`src/design/dpb_pkg.sv`:
```
// Shared types and constants for the depth pixel back-projection unit.
// Used by every module under design/; depends on nothing else.
// Holds widths, register codes, configuration and payload structs.
package dpb_pkg;

    // Pixel coordinate width; region registers share it
    localparam int COORD_BITS = 12;
    localparam int DEPTH_W    = 16;
    localparam int FOCAL_W    = 16;
    localparam int CENTRE_W   = 16;
    localparam int COLOUR_W   = 8;
    localparam int POINT_W    = 32;

    // Derived datapath widths
    localparam int SCALED_W = COORD_BITS + 4;
    localparam int DIFF_W   = ((SCALED_W > CENTRE_W) ? SCALED_W : CENTRE_W) + 1;
    localparam int ABS_W    = DIFF_W - 1;
    localparam int MAG_W    = ABS_W + DEPTH_W;
    localparam int DVD_W    = MAG_W + 4;

    // APB register file
    localparam int REG_COUNT = 8;
    localparam int IDX_W     = $clog2(REG_COUNT);
    localparam int ADDR_W    = IDX_W + 2;
    localparam int DATA_W    = 32;

    typedef enum logic [IDX_W-1:0] {
        REG_FOCAL_X,
        REG_FOCAL_Y,
        REG_CENTRE_X,
        REG_CENTRE_Y,
        REG_REGION_LEFT,
        REG_REGION_TOP,
        REG_REGION_WIDTH,
        REG_REGION_HEIGHT
    } dpb_reg_t;

    typedef struct packed {
        logic [FOCAL_W-1:0]    focal_x;
        logic [FOCAL_W-1:0]    focal_y;
        logic [CENTRE_W-1:0]   centre_x;
        logic [CENTRE_W-1:0]   centre_y;
        logic [COORD_BITS-1:0] region_left;
        logic [COORD_BITS-1:0] region_top;
        logic [COORD_BITS-1:0] region_width;
        logic [COORD_BITS-1:0] region_height;
    } dpb_cfg_t;

    typedef struct packed {
        logic [COORD_BITS-1:0] column;
        logic [COORD_BITS-1:0] row;
        logic [DEPTH_W-1:0]    depth_mm;
        logic [COLOUR_W-1:0]   blue;
        logic [COLOUR_W-1:0]   green;
        logic [COLOUR_W-1:0]   red;
        logic                  colour_present;
    } dpb_pixel_t;

    typedef struct packed {
        logic signed [POINT_W-1:0] point_x;
        logic signed [POINT_W-1:0] point_y;
        logic [DEPTH_W-1:0]        point_z;
        logic [COLOUR_W-1:0]       out_red;
        logic [COLOUR_W-1:0]       out_green;
        logic [COLOUR_W-1:0]       out_blue;
    } dpb_point_t;

    // One slot of the divider chain: flags, carried payload and both lanes.
    // dvd holds the remaining dividend bits and, shifted in at the bottom,
    // the quotient bits produced so far.
    typedef struct packed {
        logic                valid;
        logic                neg_x;
        logic                nz_x;
        logic                neg_y;
        logic                nz_y;
        logic [DEPTH_W-1:0]  point_z;
        logic [COLOUR_W-1:0] red;
        logic [COLOUR_W-1:0] green;
        logic [COLOUR_W-1:0] blue;
        logic [FOCAL_W-1:0]  rem_x;
        logic [DVD_W-1:0]    dvd_x;
        logic [FOCAL_W-1:0]  rem_y;
        logic [DVD_W-1:0]    dvd_y;
    } dpb_stage_t;

endpackage

```
`src/design/dpb_regs.sv`:
```
// APB configuration registers for the back-projection unit.
// Depends on dpb_pkg for register codes and the configuration struct.
module dpb_regs (
    input  logic                       clk,
    input  logic                       rst_n,
    input  logic                       psel,
    input  logic                       penable,
    input  logic                       pwrite,
    input  logic [dpb_pkg::ADDR_W-1:0] paddr,
    input  logic [dpb_pkg::DATA_W-1:0] pwdata,
    output logic [dpb_pkg::DATA_W-1:0] prdata,
    output logic                       pready,
    output dpb_pkg::dpb_cfg_t          cfg
);

    dpb_pkg::dpb_cfg_t cfg_reg;
    dpb_pkg::dpb_reg_t index;
    logic              wr_en;

    assign index  = dpb_pkg::dpb_reg_t'(paddr[dpb_pkg::ADDR_W-1:2]);
    assign wr_en  = psel && penable && pwrite;
    assign pready = 1'b1;
    assign cfg    = cfg_reg;

    // Register writes in the access phase
    always_ff @(posedge clk or negedge rst_n)
    begin
        if (!rst_n)
        begin
            cfg_reg.focal_x       <= dpb_pkg::FOCAL_W'(9600);
            cfg_reg.focal_y       <= dpb_pkg::FOCAL_W'(9600);
            cfg_reg.centre_x      <= dpb_pkg::CENTRE_W'(10240);
            cfg_reg.centre_y      <= dpb_pkg::CENTRE_W'(5760);
            cfg_reg.region_left   <= '0;
            cfg_reg.region_top    <= '0;
            cfg_reg.region_width  <= '1;
            cfg_reg.region_height <= '1;
        end
        else if (wr_en)
        begin
            case (index)
                dpb_pkg::REG_FOCAL_X:
                    cfg_reg.focal_x <= pwdata[dpb_pkg::FOCAL_W-1:0];
                dpb_pkg::REG_FOCAL_Y:
                    cfg_reg.focal_y <= pwdata[dpb_pkg::FOCAL_W-1:0];
                dpb_pkg::REG_CENTRE_X:
                    cfg_reg.centre_x <= pwdata[dpb_pkg::CENTRE_W-1:0];
                dpb_pkg::REG_CENTRE_Y:
                    cfg_reg.centre_y <= pwdata[dpb_pkg::CENTRE_W-1:0];
                dpb_pkg::REG_REGION_LEFT:
                    cfg_reg.region_left <= pwdata[dpb_pkg::COORD_BITS-1:0];
                dpb_pkg::REG_REGION_TOP:
                    cfg_reg.region_top <= pwdata[dpb_pkg::COORD_BITS-1:0];
                dpb_pkg::REG_REGION_WIDTH:
                    cfg_reg.region_width <= pwdata[dpb_pkg::COORD_BITS-1:0];
                dpb_pkg::REG_REGION_HEIGHT:
                    cfg_reg.region_height <= pwdata[dpb_pkg::COORD_BITS-1:0];
                default:
                    cfg_reg <= cfg_reg;
            endcase
        end
    end

    // Read mux
    always_comb
    begin
        case (index)
            dpb_pkg::REG_FOCAL_X:       prdata = dpb_pkg::DATA_W'(cfg_reg.focal_x);
            dpb_pkg::REG_FOCAL_Y:       prdata = dpb_pkg::DATA_W'(cfg_reg.focal_y);
            dpb_pkg::REG_CENTRE_X:      prdata = dpb_pkg::DATA_W'(cfg_reg.centre_x);
            dpb_pkg::REG_CENTRE_Y:      prdata = dpb_pkg::DATA_W'(cfg_reg.centre_y);
            dpb_pkg::REG_REGION_LEFT:   prdata = dpb_pkg::DATA_W'(cfg_reg.region_left);
            dpb_pkg::REG_REGION_TOP:    prdata = dpb_pkg::DATA_W'(cfg_reg.region_top);
            dpb_pkg::REG_REGION_WIDTH:  prdata = dpb_pkg::DATA_W'(cfg_reg.region_width);
            dpb_pkg::REG_REGION_HEIGHT: prdata = dpb_pkg::DATA_W'(cfg_reg.region_height);
            default:                    prdata = '0;
        endcase
    end

endmodule

```
`config.mk`:
```
export PLATFORM = sky130hd
export DESIGN_NAME = dpb_regs
export DESIGN_NICKNAME = d
export VERILOG_FILES = /design/src/design/dpb_pkg.sv /design/src/design/dpb_regs.sv
export SDC_FILE = /design/constraint.sdc
export NUM_CORES = 1
export LEC_CHECK = 0
export ABC_AREA = 1
export BUFFER_PORTS_ARGS = -buffer_cell sky130_fd_sc_hd__buf_2
export CELL_PAD_IN_SITES_DETAIL_PLACEMENT = 1
export CELL_PAD_IN_SITES_GLOBAL_PLACEMENT = 2
export CORE_MARGIN = 8
export CORE_UTILIZATION = 31
export CTS_BUF_LIST = sky130_fd_sc_hd__clkbuf_4 sky130_fd_sc_hd__clkbuf_8 sky130_fd_sc_hd__clkbuf_16
export CTS_CLUSTER_SIZE = 8
export DETAILED_ROUTE_END_ITERATION = 16
export PLACE_DENSITY_LB_ADDON = 0.2
export SKIP_CTS_REPAIR_TIMING = 1
export SLEW_MARGIN = 0
export SYNTH_ARGS = -nofsm -noshare
export SYNTH_HDL_FRONTEND = slang
export SYNTH_SLANG_ARGS = --single-unit
```
`constraint.sdc`:
```
create_clock -name clk -period 2.45 [get_ports clk]
set_input_delay 0.1225 -clock clk [delete_from_list [all_inputs] [get_ports clk]]
set_output_delay 0.1225 -clock clk [all_outputs]
set_load 0.01 [all_outputs]
```
Word level (Yosys, flattened, before mapping)
Index checks and enable logic that the tools add are counted.
Widths: inputs -> output; s select.
{"block": "classes", "n_eq_ne": 7, "muxes": 1, "n_reduce_logical": 11}
{"operator": "$pmux 32 s8", "count": 1}
{"operator": "$reduce_and 2->1", "count": 8}
{"operator": "$eq 3x3->1 const B", "count": 4}
{"operator": "$eq 3x2->1 const B", "count": 2}
{"operator": "$eq 3x1->1 const B", "count": 1}
{"operator": "$logic_not 3->1", "count": 1}
{"operator": "$logic_and 1x1->1", "count": 2}
{"block": "totals", "regBits": 112, "input_bits": 42}

Depth between registers and ports, before layout
Gate-level depths: netlist (run 1).
{"block": "depth", "depth_word": 3, "ltp_mapped": 7, "depth_no_buf": 5}

Least setup slack after synthesis (run 1)
OpenSTA, ideal clock, no wires.
{"block": "synth_timing", "kind": "in2out", "startpoint": "input paddr[4] (netlist bit)", "endpoint": "output prdata[0] (netlist bit)", "arrival_time_ns": 0.991, "setup_slack_ns": 1.337, "stages": 7, "path_buffers": 3, "path_cell_list": "buf_4 > buf_2 > buf_2 > nand4_1 > nand2_1 > nor2_1 > nand3_1"}
{"block": "synth_via", "elab_chain_len": 2, "elab_cells_between_ends": 9, "classes_between": "eq/ne (7); mux (1); reduce/logical (1)"}
{"element": "from (decl)", "line_no": "dpb_regs.sv:9", "text": "input logic [dpb_pkg::ADDR_W-1:0] paddr,"}
{"element": "$eq 3x3->1 (tied with other cells)", "line_no": "dpb_regs.sv:67", "text": "case (index)"}
{"element": "$pmux 32 s8 *", "line_no": "dpb_regs.sv:67"}
{"element": "to (decl)", "line_no": "dpb_regs.sv:11", "text": "output logic [dpb_pkg::DATA_W-1:0] prdata,"}
Every way passes the cells marked *; elsewhere a longest branch is shown, timed or not. The select of a mux whose other input is x is not followed.

Worst setup path in the final report (run 1)
{"block": "layout_timing", "startpoint": "input paddr[2] (netlist bit)", "endpoint": "output prdata[11] (netlist bit)"}
The elaborated chain is that of the path after synthesis.

==> impl_metrics.py, run 1 <==
metrics = {
    "yosys": {
        "synth_top_area_cell": "dfrtp_1",
        "async_flop_share": 1.00,
        "ys.warnings.count": 0,
        "synth_cells": 638,
        "yosysSeqAreaShare": 0.522,
        "synth_area_per_cell_sq_um": 8.55,
        "synthFlopType": "dfrtp_1",
        "synth_area_sq_mm": 0.00546,
        "synth.area.top_cells": "dfrtp_1 34%, dfstp_2 18%, nand2_1 11%",
        "ys_seq_elements": 112,
        "synth.distinct_cells": 27,
        "synth_edf_count": 0,
        "synth_top_area_share": 0.339,
    },
    "hold_path": {
        "min_path_type": "in2reg",
    },
    "worst_setup_path": {
        "crit_path_cell_trace": "buf_2 -> inv_2 -> nand3_1 -> nor2_1 -> nor2_1 -> nand3_1 -> buf_2",
        "cp.required_ps": 2330,
        "path_class": "in2out",
        "crit_path_max_fanout": 16,
        "cp-end-kind": "output port",
        "cp.arrival_ps": 1820,
        "cp-start-kind": "input port",
        "slowest_stage": "nand3_1",
        "slowest_delay_ps": 490,
    },
    "cells_and_area": {
        "syn_to_final_growth_pct": 20.4,
        "final_area_sq_mm": 0.00657,
        "nets": 806,
        "stdcell_count": 993,
        "largest_register_ffs": 112,
        "num_antenna_cells": 0,
        "drive_above_1_share": 0.320,
    },
    "placed_design": {
        "dp_cells": 977,
        "gp_congestion": 0.879,
        "hpwlAfterDp_mm": 15.7,
        "portBuffers": 151,
        "postPlaceCellArea_sq_mm": 0.00626,
    },
    "clocking": {
        "clock-sinks": 112,
        "cts_max_level": 3,
        "clk_pin_slew_ps": 70,
        "root_buffer": "clkbuf_16",
        "cts_made_buffers": 9,
        "clock_latency_ps": 350,
        "cts_tree": "yes",
        "cts_buffer_depth": 2,
    },
    "sta": {
        "hold_viol": 1,
        "max_slew_margin": 0.533,
        "hold_ws_ps": -5.82,
        "worstMarginPinSlew_ps": 698,
        "setup_viol": 0,
        "fin_crit_ps": 1940,
        "tns_ps": 0,
        "final.period_utilization": 0.793,
        "fin_worst_skew_ps": 0,
        "drv_slew": 0,
        "rsz0062_at_grt": "no",
        "clock.fmax_ghz": 0.515,
    },
    "pwr": {
        "p_per_area_mw_per_mm2": 847,
        "p_leak_uw": 0.00334,
        "vdd_drop_max_v": 0.000340,
    },
    "grt": {
        "met3_usage": 0.0489,
        "grt_pass1_vias": 5151,
        "global_route.usage.met1": 0.251,
        "grt_util_met2": 0.295,
        "grt_first_pass_wirelength_mm": 32.1,
        "overflow": 0,
        "grt_start_max_net_pins": 45,
        "globalRouteTotalUtil": 0.193,
        "antenna_found_initial": 1,
        "top_usage_layer": "met2",
    },
    "route": {
        "drt-initial-drc-count": 475,
        "via_per_inst": 5.01,
        "drtPass1Iterations": 4,
        "wl_per_cell_um": 21.3,
        "drc": 0,
        "vias": 4975,
        "drt-total-wl_mm": 21.2,
        "ant_nets": 0,
    },
    "status": {
        "violations": "hold timing",
        "run_status": "finished with violations",
    },
    "floorplan": {
        "fp.dieH_um": 149,
        "dieArea_sq_mm": 0.0221,
        "floorplan.initialDensity": 0.316,
        "core-area_sq_mm": 0.0172,
        "ios": 187,
        "die_w_um": 149,
        "row_count": 48,
    },
    "flow_run": {
        "cap_viol_max_count": 0,
    },
}
-- per-layer routing --
metal	vias to the layer above	wire length, um
met3	30	1360
met5	-	9
met4	2	760
li1	2363	-
met2	157	9500
met1	2423	9560
-- placed cells by master, fill, tap and decap left out, drive strengths merged --
cell	instances
nand4	68
conb	17
nand3	28
clkbuf	10
bufinv	1
clkinv	1
nand2	165
nor3	5
dfstp	38
dfrtp	74
o21ai	100
a21oi	12
clkinvlp	3
nor2	51
inv	32
buf	162
dlygate4sd3	1
-- power by group --
part / leakage [uW] / total (uW) / internal [uW] / switching (uW)
registers: 0.00135 / 2630 / 2310 / 320
logic: 0.00186 / 1420 / 523 / 897
clock network: 0.000137 / 1510 / 815 / 698
total: 0.00334 / 5560 / 3640 / 1920
-- path summary, 6_finish.rpt --
check | startpoint | end | slack (ps) | cells after the start
worst max-delay path | paddr[2] | prdata[11] | 510 | 7
worst min-delay path | pwdata[5] | cfg[17] | -6 | 3
worst max register to register | cfg[22] | cfg[22] | 1590 | 2
worst min register to register | cfg[109] | cfg[109] | 490 | 2
max in group asynchronous | rst_n | cfg[8] | 1220 | 3
min in group asynchronous | rst_n | cfg[110] | 310 | 2
-- Yosys cell counts (2+ instances only) --
cell type and number:
a21oi_1 12, buf_1 2, buf_2 26, buf_4 19
buf_6 6, clkbuf_1 9, conb_1 2, dfrtp_1 74
dfstp_2 38, inv_1 28, inv_2 4, nand2_1 162
nand2_2 2, nand3_1 27, nand4_1 68, nor2_1 48
nor2_2 2, nor3_4 3, o21ai_0 63, o21ai_1 21
o21ai_2 16
-- final cells by class --
| type | instances | area [sq um] |
|---|---|---|
| inverters | 32 | 120 |
| multi-input cells | 446 | 2150 |
| flip-flops and latches | 112 | 2850 |
| repair buffers | 163 | 863 |
| well taps | 225 | 282 |
| clock inverters | 5 | 57.6 |
| clock buffers | 10 | 239 |
| fillers | 2131 | 10700 |
-- through the flow --
step	total power (uW)	hold slack (ps)	setup WS, ps	utilization
3_5_place_dp	4110	166	509	0.363
2_1_floorplan	3320	-173	1340	-
5_1_grt	5890	0.881	368	0.381
4_1_cts	5640	-228	473	0.380
6_report	5560	-5.82	507	0.381
3_3_place_gp	4050	163	556	0.363
-- logic make-up after synthesis --
group | synth area share
AND/OR/NAND/NOR | 0.269
other | 0.00138
AO/OA/AOI/OAI | 0.114
buffers and inverters | 0.0929
flip-flops | 0.522
-- worst max-delay path, delay by kind of cell --
family | cells | cell delay [ps]
buffers and inverters | 3 | 700
AND/OR/NAND/NOR | 4 | 980
Note: power is estimated with default switching activity, not from simulation.
==> run 2, diff against run 1 <==
- CORE_UTILIZATION: 31 -> 26
- clock period: 2.45 -> 1.7 ns (I/O delays scaled with it)
==> run 2 against run 1 <==
- the run still ends with hold timing left
- power is 47% higher
- routed wire length up 3.3%
- first-iteration DRC count shrank 49%
- critical path depth is 2 lower
- clock power increased by 51%
- final area increased by 4.7%
- combinational power is 46% higher
==> impl_metrics.py, run 2 (synthesis results as in run 1) <==
metrics = {
    "route": {
        "via_per_inst": 4.69,
        "drt-initial-drc-count": 243,
        "drtPass1Iterations": 4,
        "drc": 0,
        "drt-total-wl_mm": 21.9,
        "vias": 4992,
        "ant_nets": 0,
        "wl_per_cell_um": 20.6,
    },
    "sta": {
        "fin_worst_skew_ps": 0,
        "drv_slew": 0,
        "tns_ps": 0,
        "setup_viol": 0,
        "worstMarginPinSlew_ps": 560,
        "fin_crit_ps": 1650,
        "hold_viol": 1,
        "clock.fmax_ghz": 0.605,
        "max_slew_margin": 0.626,
        "final.period_utilization": 0.972,
        "rsz0062_at_grt": "no",
        "hold_ws_ps": -38.0,
    },
    "clocking": {
        "cts_buffer_depth": 2,
        "clock_latency_ps": 350,
        "cts_max_level": 3,
        "cts_tree": "yes",
        "cts_made_buffers": 9,
        "clock-sinks": 112,
        "clk_pin_slew_ps": 70,
        "root_buffer": "clkbuf_16",
    },
    "pwr": {
        "p_sw_uw": 2760,
        "swShare": 0.339,
        "power_frac_clock": 0.279,
        "vdd_drop_max_v": 0.000517,
        "combPwrFrac": 0.254,
        "p_leak_uw": 0.00347,
        "p_per_area_mw_per_mm2": 1190,
        "total_power_uw": 8160,
        "pwr-share-seq": 0.467,
        "intPower_uw": 5400,
    },
    "floorplan": {
        "dieArea_sq_mm": 0.0259,
        "fp.dieH_um": 161,
        "ios": 187,
        "core-area_sq_mm": 0.0208,
        "die_w_um": 161,
        "floorplan.initialDensity": 0.262,
        "row_count": 53,
    },
    "cells_and_area": {
        "drive_above_1_share": 0.324,
        "num_antenna_cells": 0,
        "regArea_sq_mm": 0.00285,
        "syn_to_final_growth_pct": 26.0,
        "multi_input_area_sq_mm": 0.00215,
        "largest_register_ffs": 112,
        "nets": 826,
        "final_common_cell": "nand2_1",
        "post-route-util": 0.330,
        "final_cell_mix": "162 x nand2_1, 150 x buf_2, 74 x dfrtp_1",
        "fillers": 2511,
    },
    "grt": {
        "grt_first_pass_wirelength_mm": 33.2,
        "grt_pass1_vias": 5185,
        "antenna_found_initial": 3,
        "globalRouteTotalUtil": 0.169,
        "grt_start_max_net_pins": 57,
        "overflow": 0,
    },
    "status": {
        "violations": "hold timing",
        "run_status": "finished with violations",
    },
    "worst_setup_path": {
        "path_class": "reg2out",
        "crit_path_max_fanout": 3,
        "cp.arrival_ps": 1570,
        "cp-start-kind": "register",
        "cp-end-kind": "output port",
        "cp.required_ps": 1620,
    },
    "hold_path": {
        "min_path_type": "in2reg",
    },
    "flow_run": {
        "cap_viol_max_count": 0,
    },
    "placed_design": {
        "portBuffers": 151,
        "hpwlAfterDp_mm": 16.1,
        "gp_congestion": 0.843,
    },
}
[run 2: cell types whose count changed in the layout (fill, tap and decap cells not counted), sizes merged]
cell,previous run,this run
clkinvlp,3,0
dlygate4sd3,1,12
clkbuf,10,14
buf,162,171
[run 2: critical path, stage by stage, from the launching register on]
cell,delay (ps)
dfrtp_1,410
nand4_1,100
nand2_1,80
nor2_1,350
nand3_1,120
buf_2,160
[run 2: area by class of cell]
type	count	share of cell area
Clock buffer	14	0.0400
Clock inverter	2	0.00564
Inverter	32	0.0175
Multi-Input combinational cell	446	0.313
Tap cell	275	0.0501
Timing Repair Buffer	183	0.159
Sequential cell	112	0.415
[run 2: path summary, 6_finish.rpt]
kind	from	to	slack [ps]	cells after the start
worst min-delay path	pwdata[8]	cfg[20]	-40	3
min in group asynchronous	rst_n	cfg[37]	310	3
max in group asynchronous	rst_n	cfg[109]	1060	3
worst min register to register	cfg[3]	cfg[3]	490	2
worst max register to register	cfg[12]	cfg[12]	870	2
worst max-delay path	cfg[31]	prdata[7]	50	5
[run 2: layer usage]
metal / track usage / vias up / wire length [um]
met4: 0.0766 / 6 / 773
met3: 0.0386 / 30 / 1260
li1: - / 2406 / -
met2: 0.266 / 132 / 10100
met1: 0.218 / 2418 / 9760
met5: 0 / - / 34
[run 2: power groups by stage]
stage | Sequential, uW | Clock [uW] | Combinational [uW]
after floorplan | 3980 | 0 | 804
after global placement | 3850 | 0 | 2050
after detailed placement | 3870 | 0 | 2100
after CTS | 3820 | 2360 | 2110
after global routing | 3900 | 2430 | 2320
final | 3810 | 2280 | 2070
[run 2: through the flow]
step	hold WS (ps)	cell area, sq um	setup slack (ps)	std cells
2_1_floorplan	-211	5510	640	653
3_3_place_gp	138	6440	248	1036
3_5_place_dp	142	6440	159	1036
4_1_cts	-241	6750	38.0	1052
5_1_grt	3.65	6870	19.8	1064
6_report	-38.0	6870	48.1	1064
